<file path="config.mk">
export PLATFORM = sky130hd
export DESIGN_NAME = set_command_line_parser
export DESIGN_NICKNAME = d
export VERILOG_FILES = /design/src/hw/rtl/setcmd_pkg.sv /design/src/hw/rtl/set_command_line_parser.sv /design/src/hw/rtl/setcmd_track.sv
export SDC_FILE = /design/constraint.sdc
export NUM_CORES = 1
export LEC_CHECK = 0
export BUFFER_PORTS_ARGS = -buffer_cell sky130_fd_sc_hd__buf_2
export CORE_MARGIN = 5
export CORE_UTILIZATION = 55
export DETAILED_ROUTE_END_ITERATION = 16
export MAX_ROUTING_LAYER = met4
export PLACE_DENSITY = 0.74
export RECOVER_POWER = 50
export SYNTH_ARGS = -nofsm -noshare
export SYNTH_HDL_FRONTEND = slang
export SYNTH_HIERARCHICAL = 1
export SYNTH_SLANG_ARGS = --single-unit
</file>
<file path="constraint.sdc">
create_clock -name aclk -period 3.5 [get_ports aclk]
set_input_delay 0.175 -clock aclk [delete_from_list [all_inputs] [get_ports aclk]]
set_output_delay 0.175 -clock aclk [all_outputs]
set_load 0.005 [all_outputs]
</file>
<file path="src/hw/rtl/setcmd_pkg.sv">
// Package for the SET command line parser: phase codes, character constants,
// keyword text and the flag group that each keyword tracker hands to the top level.
// No dependencies.
`default_nettype none

package setcmd_pkg;

    // Width of the number accumulator; the result port is always 32 bits.
    localparam int MANT_BITS = 32;

    localparam int KW_LEN = 6;

    // Tracker phases.
    localparam logic [2:0] PH_SEARCH = 3'd0;  // keyword not found yet
    localparam logic [2:0] PH_LEAD   = 3'd1;  // spaces after the keyword
    localparam logic [2:0] PH_NUM    = 3'd2;  // inside the number
    localparam logic [2:0] PH_TRAIL  = 3'd3;  // trailing spaces
    localparam logic [2:0] PH_REJECT = 3'd4;  // line rejected

    // Keyword selection.
    localparam logic KW_TIMER = 1'b0;
    localparam logic KW_PWM   = 1'b1;

    // Result kinds.
    localparam logic [1:0] KIND_NONE  = 2'd0;
    localparam logic [1:0] KIND_TIMER = 2'd1;
    localparam logic [1:0] KIND_PWM   = 2'd2;

    localparam logic [7:0] CH_S     = 8'h53;
    localparam logic [7:0] CH_E     = 8'h45;
    localparam logic [7:0] CH_T     = 8'h54;
    localparam logic [7:0] CH_I     = 8'h49;
    localparam logic [7:0] CH_M     = 8'h4D;
    localparam logic [7:0] CH_P     = 8'h50;
    localparam logic [7:0] CH_W     = 8'h57;
    localparam logic [7:0] CH_POINT = 8'h2E;
    localparam logic [7:0] CH_SPACE = 8'h20;
    localparam logic [7:0] CH_ZERO  = 8'h30;
    localparam logic [7:0] CH_NINE  = 8'h39;
    localparam logic [7:0] CH_NUL   = 8'h00;

    localparam logic [2:0] KW_LAST_IDX = 3'(KW_LEN - 1);

    // Flags raised by one tracker for one character.
    typedef struct packed {
        logic found;       // last keyword character matched
        logic digit_take;  // the character is a digit of the number
        logic point_set;   // the character is the (first) decimal point
    } trk_flags_t;

    // Expected keyword character at a given match position.
    function automatic logic [7:0] kw_char(input logic sel, input logic [2:0] idx);
        logic [7:0] ch;
        unique case (idx)
            3'd0:    ch = CH_S;
            3'd1:    ch = CH_E;
            3'd2:    ch = CH_T;
            3'd3:    ch = (sel == KW_PWM) ? CH_P : CH_T;
            3'd4:    ch = (sel == KW_PWM) ? CH_W : CH_I;
            3'd5:    ch = CH_M;
            default: ch = CH_NUL;
        endcase
        return ch;
    endfunction

endpackage

`default_nettype wire

</file>
<file path="src/hw/rtl/set_command_line_parser.sv">
// Top level of the SET command line parser: input register, two keyword trackers,
// the shared number accumulator and the result register. Depends on setcmd_pkg
// and setcmd_track.
`default_nettype none

// The block reads a command line one character per transfer on the s_ channel
// (s_char_code, with s_line_end high on the final character) and, for the final
// character only, gives one verdict on the m_ channel: the command kind (none,
// SETTIM or SETPWM), the number after the keyword as a decimal mantissa, the count
// of digits after the decimal point, and a flag for mantissa or count saturation.
// Characters that are not final produce no transfer on the m_ channel.
//
// Each accepted character is captured in the input register at the accepting edge;
// from there the trackers and the accumulator consume it, and for a final
// character the verdict is loaded into the result register as it is consumed.
// m_valid is driven from the result register. One character can be accepted in
// every cycle while no final character waits for the result register; the line
// state is updated once per character by a keyword compare and a times-ten add.
//
// When the receiver stalls with a verdict waiting, characters that are not final
// keep flowing through; a final character waits in the input register until the
// result register is free, and s_ready drops behind it. After each verdict all
// line state returns to its reset value. The synchronous active-low reset
// empties both registers and clears the line state.
module set_command_line_parser (
    input  wire logic        aclk,
    input  wire logic        aresetn,
    input  wire logic        s_valid,
    output logic             s_ready,
    input  wire logic [7:0]  s_char_code,
    input  wire logic        s_line_end,
    output logic             m_valid,
    input  wire logic        m_ready,
    output logic      [1:0]  m_command_kind,
    output logic      [31:0] m_mantissa,
    output logic      [3:0]  m_fraction_digits,
    output logic             m_saturated
);
    import setcmd_pkg::*;

    // Input register.
    logic                 in_valid_reg;
    logic [7:0]           in_char_reg;
    logic                 in_last_reg;

    // Line state.
    logic [2:0]           tim_phase_reg, tim_phase_next;
    logic [2:0]           tim_prog_reg,  tim_prog_next;
    logic [2:0]           pwm_phase_reg, pwm_phase_next;
    logic [2:0]           pwm_prog_reg,  pwm_prog_next;
    logic [MANT_BITS-1:0] acc_reg,       acc_next;
    logic [3:0]           frac_reg,      frac_next;
    logic                 point_reg,     point_next;
    logic                 ovf_reg,       ovf_next;

    // Result register.
    logic                 out_valid_reg;
    logic [1:0]           out_kind_reg;
    logic [31:0]          out_mant_reg;
    logic [3:0]           out_frac_reg;
    logic                 out_sat_reg;

    trk_flags_t           tim_flags;
    trk_flags_t           pwm_flags;

    logic                 advance;
    logic                 emit;
    logic [MANT_BITS+3:0] acc_x10;
    logic [1:0]           kind;

    // The held character is consumed unless it is final and the result register
    // is still occupied.
    assign advance = in_valid_reg && (!in_last_reg || !out_valid_reg || m_ready);
    assign emit    = advance && in_last_reg;
    assign s_ready = !in_valid_reg || advance;

    setcmd_track u_track_tim (
        .kw_sel        (KW_TIMER),
        .char_code     (in_char_reg),
        .phase         (tim_phase_reg),
        .progress      (tim_prog_reg),
        .point_seen    (point_reg),
        .phase_next    (tim_phase_next),
        .progress_next (tim_prog_next),
        .flags         (tim_flags)
    );

    setcmd_track u_track_pwm (
        .kw_sel        (KW_PWM),
        .char_code     (in_char_reg),
        .phase         (pwm_phase_reg),
        .progress      (pwm_prog_reg),
        .point_seen    (point_reg),
        .phase_next    (pwm_phase_next),
        .progress_next (pwm_prog_next),
        .flags         (pwm_flags)
    );

    // acc * 10 + digit, with four spare bits; any of them set means saturation.
    assign acc_x10 = ({4'd0, acc_reg} << 3) + ({4'd0, acc_reg} << 1)
                   + (MANT_BITS + 4)'(in_char_reg[3:0]);

    // Only one tracker can be past its keyword at a time, so the number state is
    // shared. Finding a keyword starts a fresh number.
    always_comb begin
        acc_next   = acc_reg;
        frac_next  = frac_reg;
        point_next = point_reg;
        ovf_next   = ovf_reg;
        priority if (tim_flags.found || pwm_flags.found) begin
            acc_next   = '0;
            frac_next  = 4'd0;
            point_next = 1'b0;
            ovf_next   = 1'b0;
        end else if (tim_flags.digit_take || pwm_flags.digit_take) begin
            if (|acc_x10[MANT_BITS+3:MANT_BITS]) begin
                acc_next = '1;
                ovf_next = 1'b1;
            end else begin
                acc_next = acc_x10[MANT_BITS-1:0];
            end
            if (point_reg) begin
                if (frac_reg == 4'hF) begin
                    ovf_next = 1'b1;
                end else begin
                    frac_next = frac_reg + 4'd1;
                end
            end
        end else if (tim_flags.point_set || pwm_flags.point_set) begin
            point_next = 1'b1;
        end else begin
            // Any other character leaves the number as it is.
            acc_next = acc_reg;
        end
    end

    // Verdict taken from the state after the final character; SETTIM first.
    always_comb begin
        if ((tim_phase_next == PH_NUM) || (tim_phase_next == PH_TRAIL)) begin
            kind = KIND_TIMER;
        end else if ((pwm_phase_next == PH_NUM) || (pwm_phase_next == PH_TRAIL)) begin
            kind = KIND_PWM;
        end else begin
            kind = KIND_NONE;
        end
    end

    always_ff @(posedge aclk) begin
        if (!aresetn) begin
            in_valid_reg  <= 1'b0;
            out_valid_reg <= 1'b0;
            tim_phase_reg <= PH_SEARCH;
            tim_prog_reg  <= 3'd0;
            pwm_phase_reg <= PH_SEARCH;
            pwm_prog_reg  <= 3'd0;
            acc_reg       <= '0;
            frac_reg      <= 4'd0;
            point_reg     <= 1'b0;
            ovf_reg       <= 1'b0;
        end else begin
            if (s_ready) begin
                in_valid_reg <= s_valid;
            end

            if (emit) begin
                out_valid_reg <= 1'b1;
            end else if (m_ready) begin
                out_valid_reg <= 1'b0;
            end

            if (advance) begin
                if (in_last_reg) begin
                    // A verdict closes the line: back to the reset state.
                    tim_phase_reg <= PH_SEARCH;
                    tim_prog_reg  <= 3'd0;
                    pwm_phase_reg <= PH_SEARCH;
                    pwm_prog_reg  <= 3'd0;
                    acc_reg       <= '0;
                    frac_reg      <= 4'd0;
                    point_reg     <= 1'b0;
                    ovf_reg       <= 1'b0;
                end else begin
                    tim_phase_reg <= tim_phase_next;
                    tim_prog_reg  <= tim_prog_next;
                    pwm_phase_reg <= pwm_phase_next;
                    pwm_prog_reg  <= pwm_prog_next;
                    acc_reg       <= acc_next;
                    frac_reg      <= frac_next;
                    point_reg     <= point_next;
                    ovf_reg       <= ovf_next;
                end
            end
        end
    end

    // Payload registers.
    always_ff @(posedge aclk) begin
        if (s_ready && s_valid) begin
            in_char_reg <= s_char_code;
            in_last_reg <= s_line_end;
        end
        if (emit) begin
            out_kind_reg <= kind;
            if (kind == KIND_NONE) begin
                out_mant_reg <= 32'd0;
                out_frac_reg <= 4'd0;
                out_sat_reg  <= 1'b0;
            end else begin
                out_mant_reg <= 32'(acc_next);
                out_frac_reg <= frac_next;
                out_sat_reg  <= ovf_next;
            end
        end
    end

    assign m_valid           = out_valid_reg;
    assign m_command_kind    = out_kind_reg;
    assign m_mantissa        = out_mant_reg;
    assign m_fraction_digits = out_frac_reg;
    assign m_saturated       = out_sat_reg;

endmodule

`default_nettype wire

</file>
<file path="src/hw/rtl/setcmd_track.sv">
// Keyword tracker of the SET command line parser: finds one keyword and follows
// the syntax of the number after it. Depends on setcmd_pkg.
`default_nettype none

module setcmd_track (
    input  wire logic                    kw_sel,
    input  wire logic [7:0]              char_code,
    input  wire logic [2:0]              phase,
    input  wire logic [2:0]              progress,
    input  wire logic                    point_seen,
    output logic      [2:0]              phase_next,
    output logic      [2:0]              progress_next,
    output setcmd_pkg::trk_flags_t       flags
);
    import setcmd_pkg::*;

    logic is_digit;
    logic is_point;
    logic is_space;

    assign is_digit = (char_code >= CH_ZERO) && (char_code <= CH_NINE);
    assign is_point = (char_code == CH_POINT);
    assign is_space = (char_code == CH_SPACE);

    always_comb begin
        phase_next    = phase;
        progress_next = progress;
        flags         = '0;
        unique case (phase)
            PH_SEARCH: begin
                if (char_code == kw_char(kw_sel, progress)) begin
                    if (progress == KW_LAST_IDX) begin
                        phase_next    = PH_LEAD;
                        progress_next = 3'd0;
                        flags.found   = 1'b1;
                    end else begin
                        progress_next = progress + 3'd1;
                    end
                end else begin
                    // A mismatching 'S' may itself start a new keyword.
                    progress_next = (char_code == CH_S) ? 3'd1 : 3'd0;
                end
            end
            PH_LEAD, PH_NUM: begin
                if (is_digit) begin
                    phase_next       = PH_NUM;
                    flags.digit_take = 1'b1;
                end else if (is_point) begin
                    if (point_seen && (phase == PH_NUM)) begin
                        phase_next = PH_REJECT;
                    end else begin
                        phase_next      = PH_NUM;
                        flags.point_set = 1'b1;
                    end
                end else if (is_space) begin
                    if (phase == PH_NUM) begin
                        phase_next = PH_TRAIL;
                    end
                end else begin
                    phase_next = PH_REJECT;
                end
            end
            PH_TRAIL: begin
                if (!is_space) begin
                    phase_next = PH_REJECT;
                end
            end
            default: begin
                phase_next = PH_REJECT;
            end
        endcase
    end

endmodule

`default_nettype wire

</file>
## Word level (Yosys, flattened, before mapping)

Index checks and enable logic that the tools add are counted.

- Multiplexer cells: 71
- Add/sub/neg operators: 5
- $lt $le $gt $ge: 2
- Reductions and logical operators: 33
- Equal/unequal tests: 27

Operator list:

| kind | number |
|---|---|
| $mux 32 | 4 |
| $mux 3 | 26 |
| $pmux 7 s6 | 1 |
| $add 35x33->36 | 1 |
| $add 36x4->36 | 1 |
| $eq 3x2->1 const B | 12 |
| $pmux 7 s5 | 1 |
| $mux 1 | 26 |
| $mux 4 | 5 |
| $pmux 3 s3 | 2 |
| $eq 8x6->1 const B | 2 |
| $eq 8x8->1 | 2 |
| $mux 8 | 2 |
| $eq 3x1->1 const B | 4 |
| $eq 3x3->1 const B | 4 |
| $logic_not 3->1 | 4 |
| $eq 8x7->1 const B | 1 |
| $ge 8x6->1 const B | 1 |
| $le 8x6->1 const B | 1 |
| $logic_or 1x1->1 | 8 |
| $mux 2 | 4 |
| $add 3x1->3 const B | 2 |
| $logic_and 1x1->1 | 6 |
| $reduce_bool 2->1 | 3 |
| 10 further kinds | 15 |

- Word-level logic and storage cells: 154
- Input bits: 13
- Output and inout port bits: 41
- Register bits after elaboration: 100

## Longest topological paths before layout

- Depth after elaboration: 11
- Gate-level depth with buffers: 14
- Gate-level depth less buffers: 13

## Modules after synthesis

Netlist, hierarchy kept.

By module, submodules not included:

| module | cells an instance | sequential area each (um^2) | area each (um^2) | times used |
|---|---|---|---|---|
| set_command_line_parser | 710 | 2482.4 | 6535.0 | 1 |
| setcmd_track (u_track_tim) | 71 | 0.0 | 466.7 | 1 |
| setcmd_track (u_track_pwm) | 77 | 0.0 | 464.2 | 1 |

## Worst setup path before layout

No wires, ideal clock.

- Kind: reg-to-reg
- Start point: register pwm_prog_reg[0]
- End point: register out_mant_reg[4] (netlist: m_mantissa[4]) (data pin)
- Stages on the path, launching flop included: 14
- Slack: -0.100 ns
- Path buffers: 3
- Period minus slack after synthesis: 3.600 ns
- Data required time: 3.215 ns
- Library setup time: 0.285 ns
- Data arrival time: 3.315 ns
- Cell sequence: dfxtp_1 clkbuf_1 and2_1 ha_1 nand2b_1 or3_1 a2111o_1 a2111oi_4 and3_1 nor2_1 nand2b_1 clkbuf_1 clkbuf_1 a211oi_1

RTL lines:

| element | RTL line | source |
|---|---|---|
| from (decl) | set_command_line_parser.sv:50 | `logic [2:0] pwm_prog_reg, pwm_prog_next;` |
| from (signal assigned) | set_command_line_parser.sv:186 | `pwm_prog_reg <= pwm_prog_next;` |
| to (signal assigned) | set_command_line_parser.sv:209 | `out_mant_reg <= 32'(acc_next);` |
| to (decl) | set_command_line_parser.sv:59 | `logic [31:0] out_mant_reg;` |

## Final worst setup path

- Start point: register in_char_reg[3]
- End point: register out_mant_reg[10] (netlist: m_mantissa[10]) (data pin)

- Longest elaborated chain between the ends: 10
- Elaborated cells on any way between the ends: 42
- Those cells by class: add/sub (1); order compare (2); eq/ne (8); mux (24); reduce/logical (7)

RTL lines:

| element | RTL line | source |
|---|---|---|
| from (decl) | set_command_line_parser.sv:43 | `logic [7:0] in_char_reg;` |
| from (signal assigned) | set_command_line_parser.sv:199 | `in_char_reg <= s_char_code;` |
| branches (longest 10 deep; another with $ge 8x6->1) | -- |  |

Several ways; the timed one is not identified.
A chain may end at the register's enable or synchronous reset.

==> results.md <==
- Post-synthesis mux area share: 0.4022%
- Largest net degree at the start of global routing: 64
- Max-Cap Viols: 1
- Synth Register Bits: 100
- Max clock buf depth: 2
- Status: finished, violations left
- Antenna viol nets, final: 0
- Synth-to-layout area growth: 21.67%
- Area fraction of the dominant cell type after synthesis: 19.31%
- GRT met3 Usage: 4.750%
- Tcrit/Tclk final: 102.2%
- Area leader, netlist: edfxtp_1
- Worst Setup End Kind: flop
- CP max stage cell: fa_1
- Drt via density: 5.924
- Dpl hpwl: 13940 um
- GRT busiest layer: met2
- H-tree Lvls: 3
- Clk sink count: 100
- IO Pins: 54
- Num CTS Buffers: 9
- Req. time, crit path: 3600 ps
- Port bufs: 53
- Core box area: 13300 um^2
- CTS tree: done
- Crit-path max cell delay: 530 ps
- Worst hold-check path type: primary input to flop
- Post-Synth Adder-Cell Area: 11.60%
- Unrepaired setup endpoints after global routing: yes
- Drt pass-1 iters: 5
- Largest family of logic cells by synthesized area: compound AO/OA/AOI/OAI gates
- Mapped Area: 7466 um^2
- Worst setup margin: -75.86 ps
- Grt total ovfl: 0
- Total GRT Usage: 25.28%
- Synth top area cells: edfxtp_1, dfxtp_1, ha_1, nand2_1, a211oi_2
- Met1 usage: 34.57%
- Min Hold Slack: 95.18 ps
- Routability-driven placement congestion ratio: 0.9464
- EDFF count, synth: 48
- Row Count: 42
- Failing checks: max-capacitance violations, max-slew violations, negative setup slack
- Least-Margin Pin Slew: 1776 ps
- CP delay by family, top: compound AO/OA/AOI/OAI gates
- Leakage: 3.442 nW
- Share of cells above drive strength 1: 23.49%
- Sequential share of the synthesized area: 33.25%
- Initial antenna violation count: 0
- Worst-path fanout max: 8
- Crit path DAT: 3680 ps
- Netlist cell types: 76
- Max-slew violations: 19
- R2R Setup Slk: -80 ps
- Setup CP Type: flop to flop
- Detailed Route Iter0 Violations: 410
- YS warnings: 6
- Clk_lat worst skew: 360 ps
- Clock-pin slew on the worst setup and hold paths: 80 ps
- Buf+Inv Stages, Crit Path: 2
- CP Launch Type: flop
- Post-Synth XOR/XNOR Area: 3.871%
- Placed insts: 1108
- IR Drop Worst-Case VDD: 0.3588 mV
- Root Buffer: clkbuf_16
- CP cell instances: fa_1 > ha_1 > a21o_1 > nand4_1 > a2111oi_4 > nor3_4 > o21ai_2 > a31o_1 > o2111ai_4 > buf_12 > clkbuf_16 > nor2_2 > a211oi_2
- DRT Wirelength: 19910 um
- Initial Utilization: 56.15%
- Fmax: 279.7 MHz
- Slew headroom: -18.82%
- Layout Cells excl Fill: 1151
- Avg Inst Size Synth: 8.702 um^2
- Number of global-route vias before repair: 6449
- Die Width: 126.5 um
- Die Ht: 126.5 um
- Skew final: 10.81 ps
- Simple-gate portion of the synthesized area: 22.61%
- Fraction of the mapped netlist area in compound gates: 24.40%
- Die ar.: 16000 um^2
- Ant diodes: 0
- Final setup fails: 23
- Pwr/cell area: 263.0 nW/um^2
- First-pass GRT wire length: 32460 um
- Final hold vios: 0
- Post-layout minimum cycle time: 3576 ps
- Final nets: 1051
- Wire length per cell: 17.30 um
- Synth async-reset ratio: 0%
- Mapped Cells: 858
- Ys flop type: dfxtp_1
- DRC errors left: 0
- Total number of vias: 6819
- M2 GR Usage: 39.10%
==> cells in the mapped netlist (3+ instances only) <==
cell and number:
o21ai_0 55, edfxtp_1 48, o21bai_1 4, nor4b_1 3, dfxtp_1 52, clkbuf_1 30
a211oi_2 28, ha_1 66, nor2b_1 7, or3_1 6, o21ai_1 10, o21a_1 6
nand2b_1 12, a21o_1 10, inv_1 19, a31oi_1 5, o31ai_1 6, xor2_1 9
a21boi_0 18, nand3_1 30, nand2_1 100, a211oi_1 5, and2_1 7, mux2i_1 3
buf_6 5, a21oi_2 3, a22oi_1 6, nor2_2 29, nand4_1 9, nor3_1 24
and3_1 5, nor3b_1 5, nor4_1 6, nor2_1 80, or4_1 5, a21oi_1 50
or3b_2 3, xnor2_1 24, buf_2 6, buf_1 3, o211ai_1 11
==> placed cells by master, fill, tap and decap left out, types with 11 or more instances in the layout <==
| cell type | count |
|---|---|
| nor3_1 | 21 |
| nand2_1 | 100 |
| a21oi_1 | 43 |
| o21ai_1 | 25 |
| clkbuf_16 | 11 |
| ha_1 | 63 |
| dfxtp_1 | 47 |
| o211ai_1 | 11 |
| a211oi_2 | 31 |
| nand3_1 | 30 |
| buf_4 | 62 |
| o21ai_0 | 37 |
| clkbuf_1 | 31 |
| xnor2_1 | 22 |
| nor2_1 | 79 |
| a21boi_0 | 17 |
| edfxtp_1 | 48 |
| inv_1 | 18 |
| buf_2 | 21 |
| nor2_2 | 22 |
==> through the flow <==
stage / worst slack [ps] / utilization (%) / power [mW] / TNS (ps) / cell area (um^2)
after floorplan: 12.36 / - / 1.333 / 0 / 7503
after global placement: -7.311 / 62.43 / 1.380 / -7.948 / 8300
after detailed placement: -131.4 / 62.43 / 1.382 / -1915 / 8300
after CTS: -24.69 / 67.42 / 2.404 / -286.4 / 8964
after global routing: -225.0 / 68.32 / 2.463 / -7036 / 9084
final: -75.86 / 68.32 / 2.389 / -1002 / 9084
==> logic make-up (layout without fill, tap and decap cells) <==
group / count (synthesis) / in the layout
buffers and inverters: 63 / 172
multiplexers: 3 / 3
XOR/XNOR: 33 / 33
other: 2 / 10
flip-flops: 100 / 100
AO/OA/AOI/OAI: 246 / 246
adder cells (fa/ha/maj): 68 / 68
AND/OR/NAND/NOR: 343 / 343
==> tightest hold or removal path: stages <==
cell and delay (ps):
buf_2 100, inv_1 60, a21boi_0 80
==> final cells by class <==
type	count	area (um^2)
clock buffer	10	250.2
clock inverter	6	52.55
fill	1077	4212
inverter	19	71.32
multi-input combinational	703	4972
sequential	100	2489
tap	176	220.2
timing repair buffer	137	1028
==> where the power goes <==
part / internal (mW) / switching (mW)
logic: 0.0447 / 0.0658
clock network: 0.536 / 0.488
registers: 1.24 / 0.0168
==> per-layer routing <==
layer	vias to the layer above	wire, um
li1	3378	-
met1	3180	9231
met2	215	9140
met3	46	1124
met4	0	417
met5	-	0
==> timing repair <==
| action | 4_1_cts | 5_1_grt |
|---|---|---|
| cloned | 2 | 1 |
| gates resized for setup | 27 | 46 |
| endpoints found under the hold margin | 9 | 0 |
| hold buffers | 9 | 0 |
| buffers inserted | 11 | 6 |
| pin swaps | 9 | 62 |
| endpoints found under the setup margin | 37 | 66 |
==> final timing paths <==
check | start | end | cells past startpoint
hold reg to reg | acc_reg[10] | acc_reg[10] | 2
hold / removal | s_valid | in_valid_reg | 3
setup reg to reg | in_char_reg[3] | m_mantissa[10] | 13
setup / recovery | in_char_reg[3] | m_mantissa[10] | 13
(Power assumes the default switching activity.)
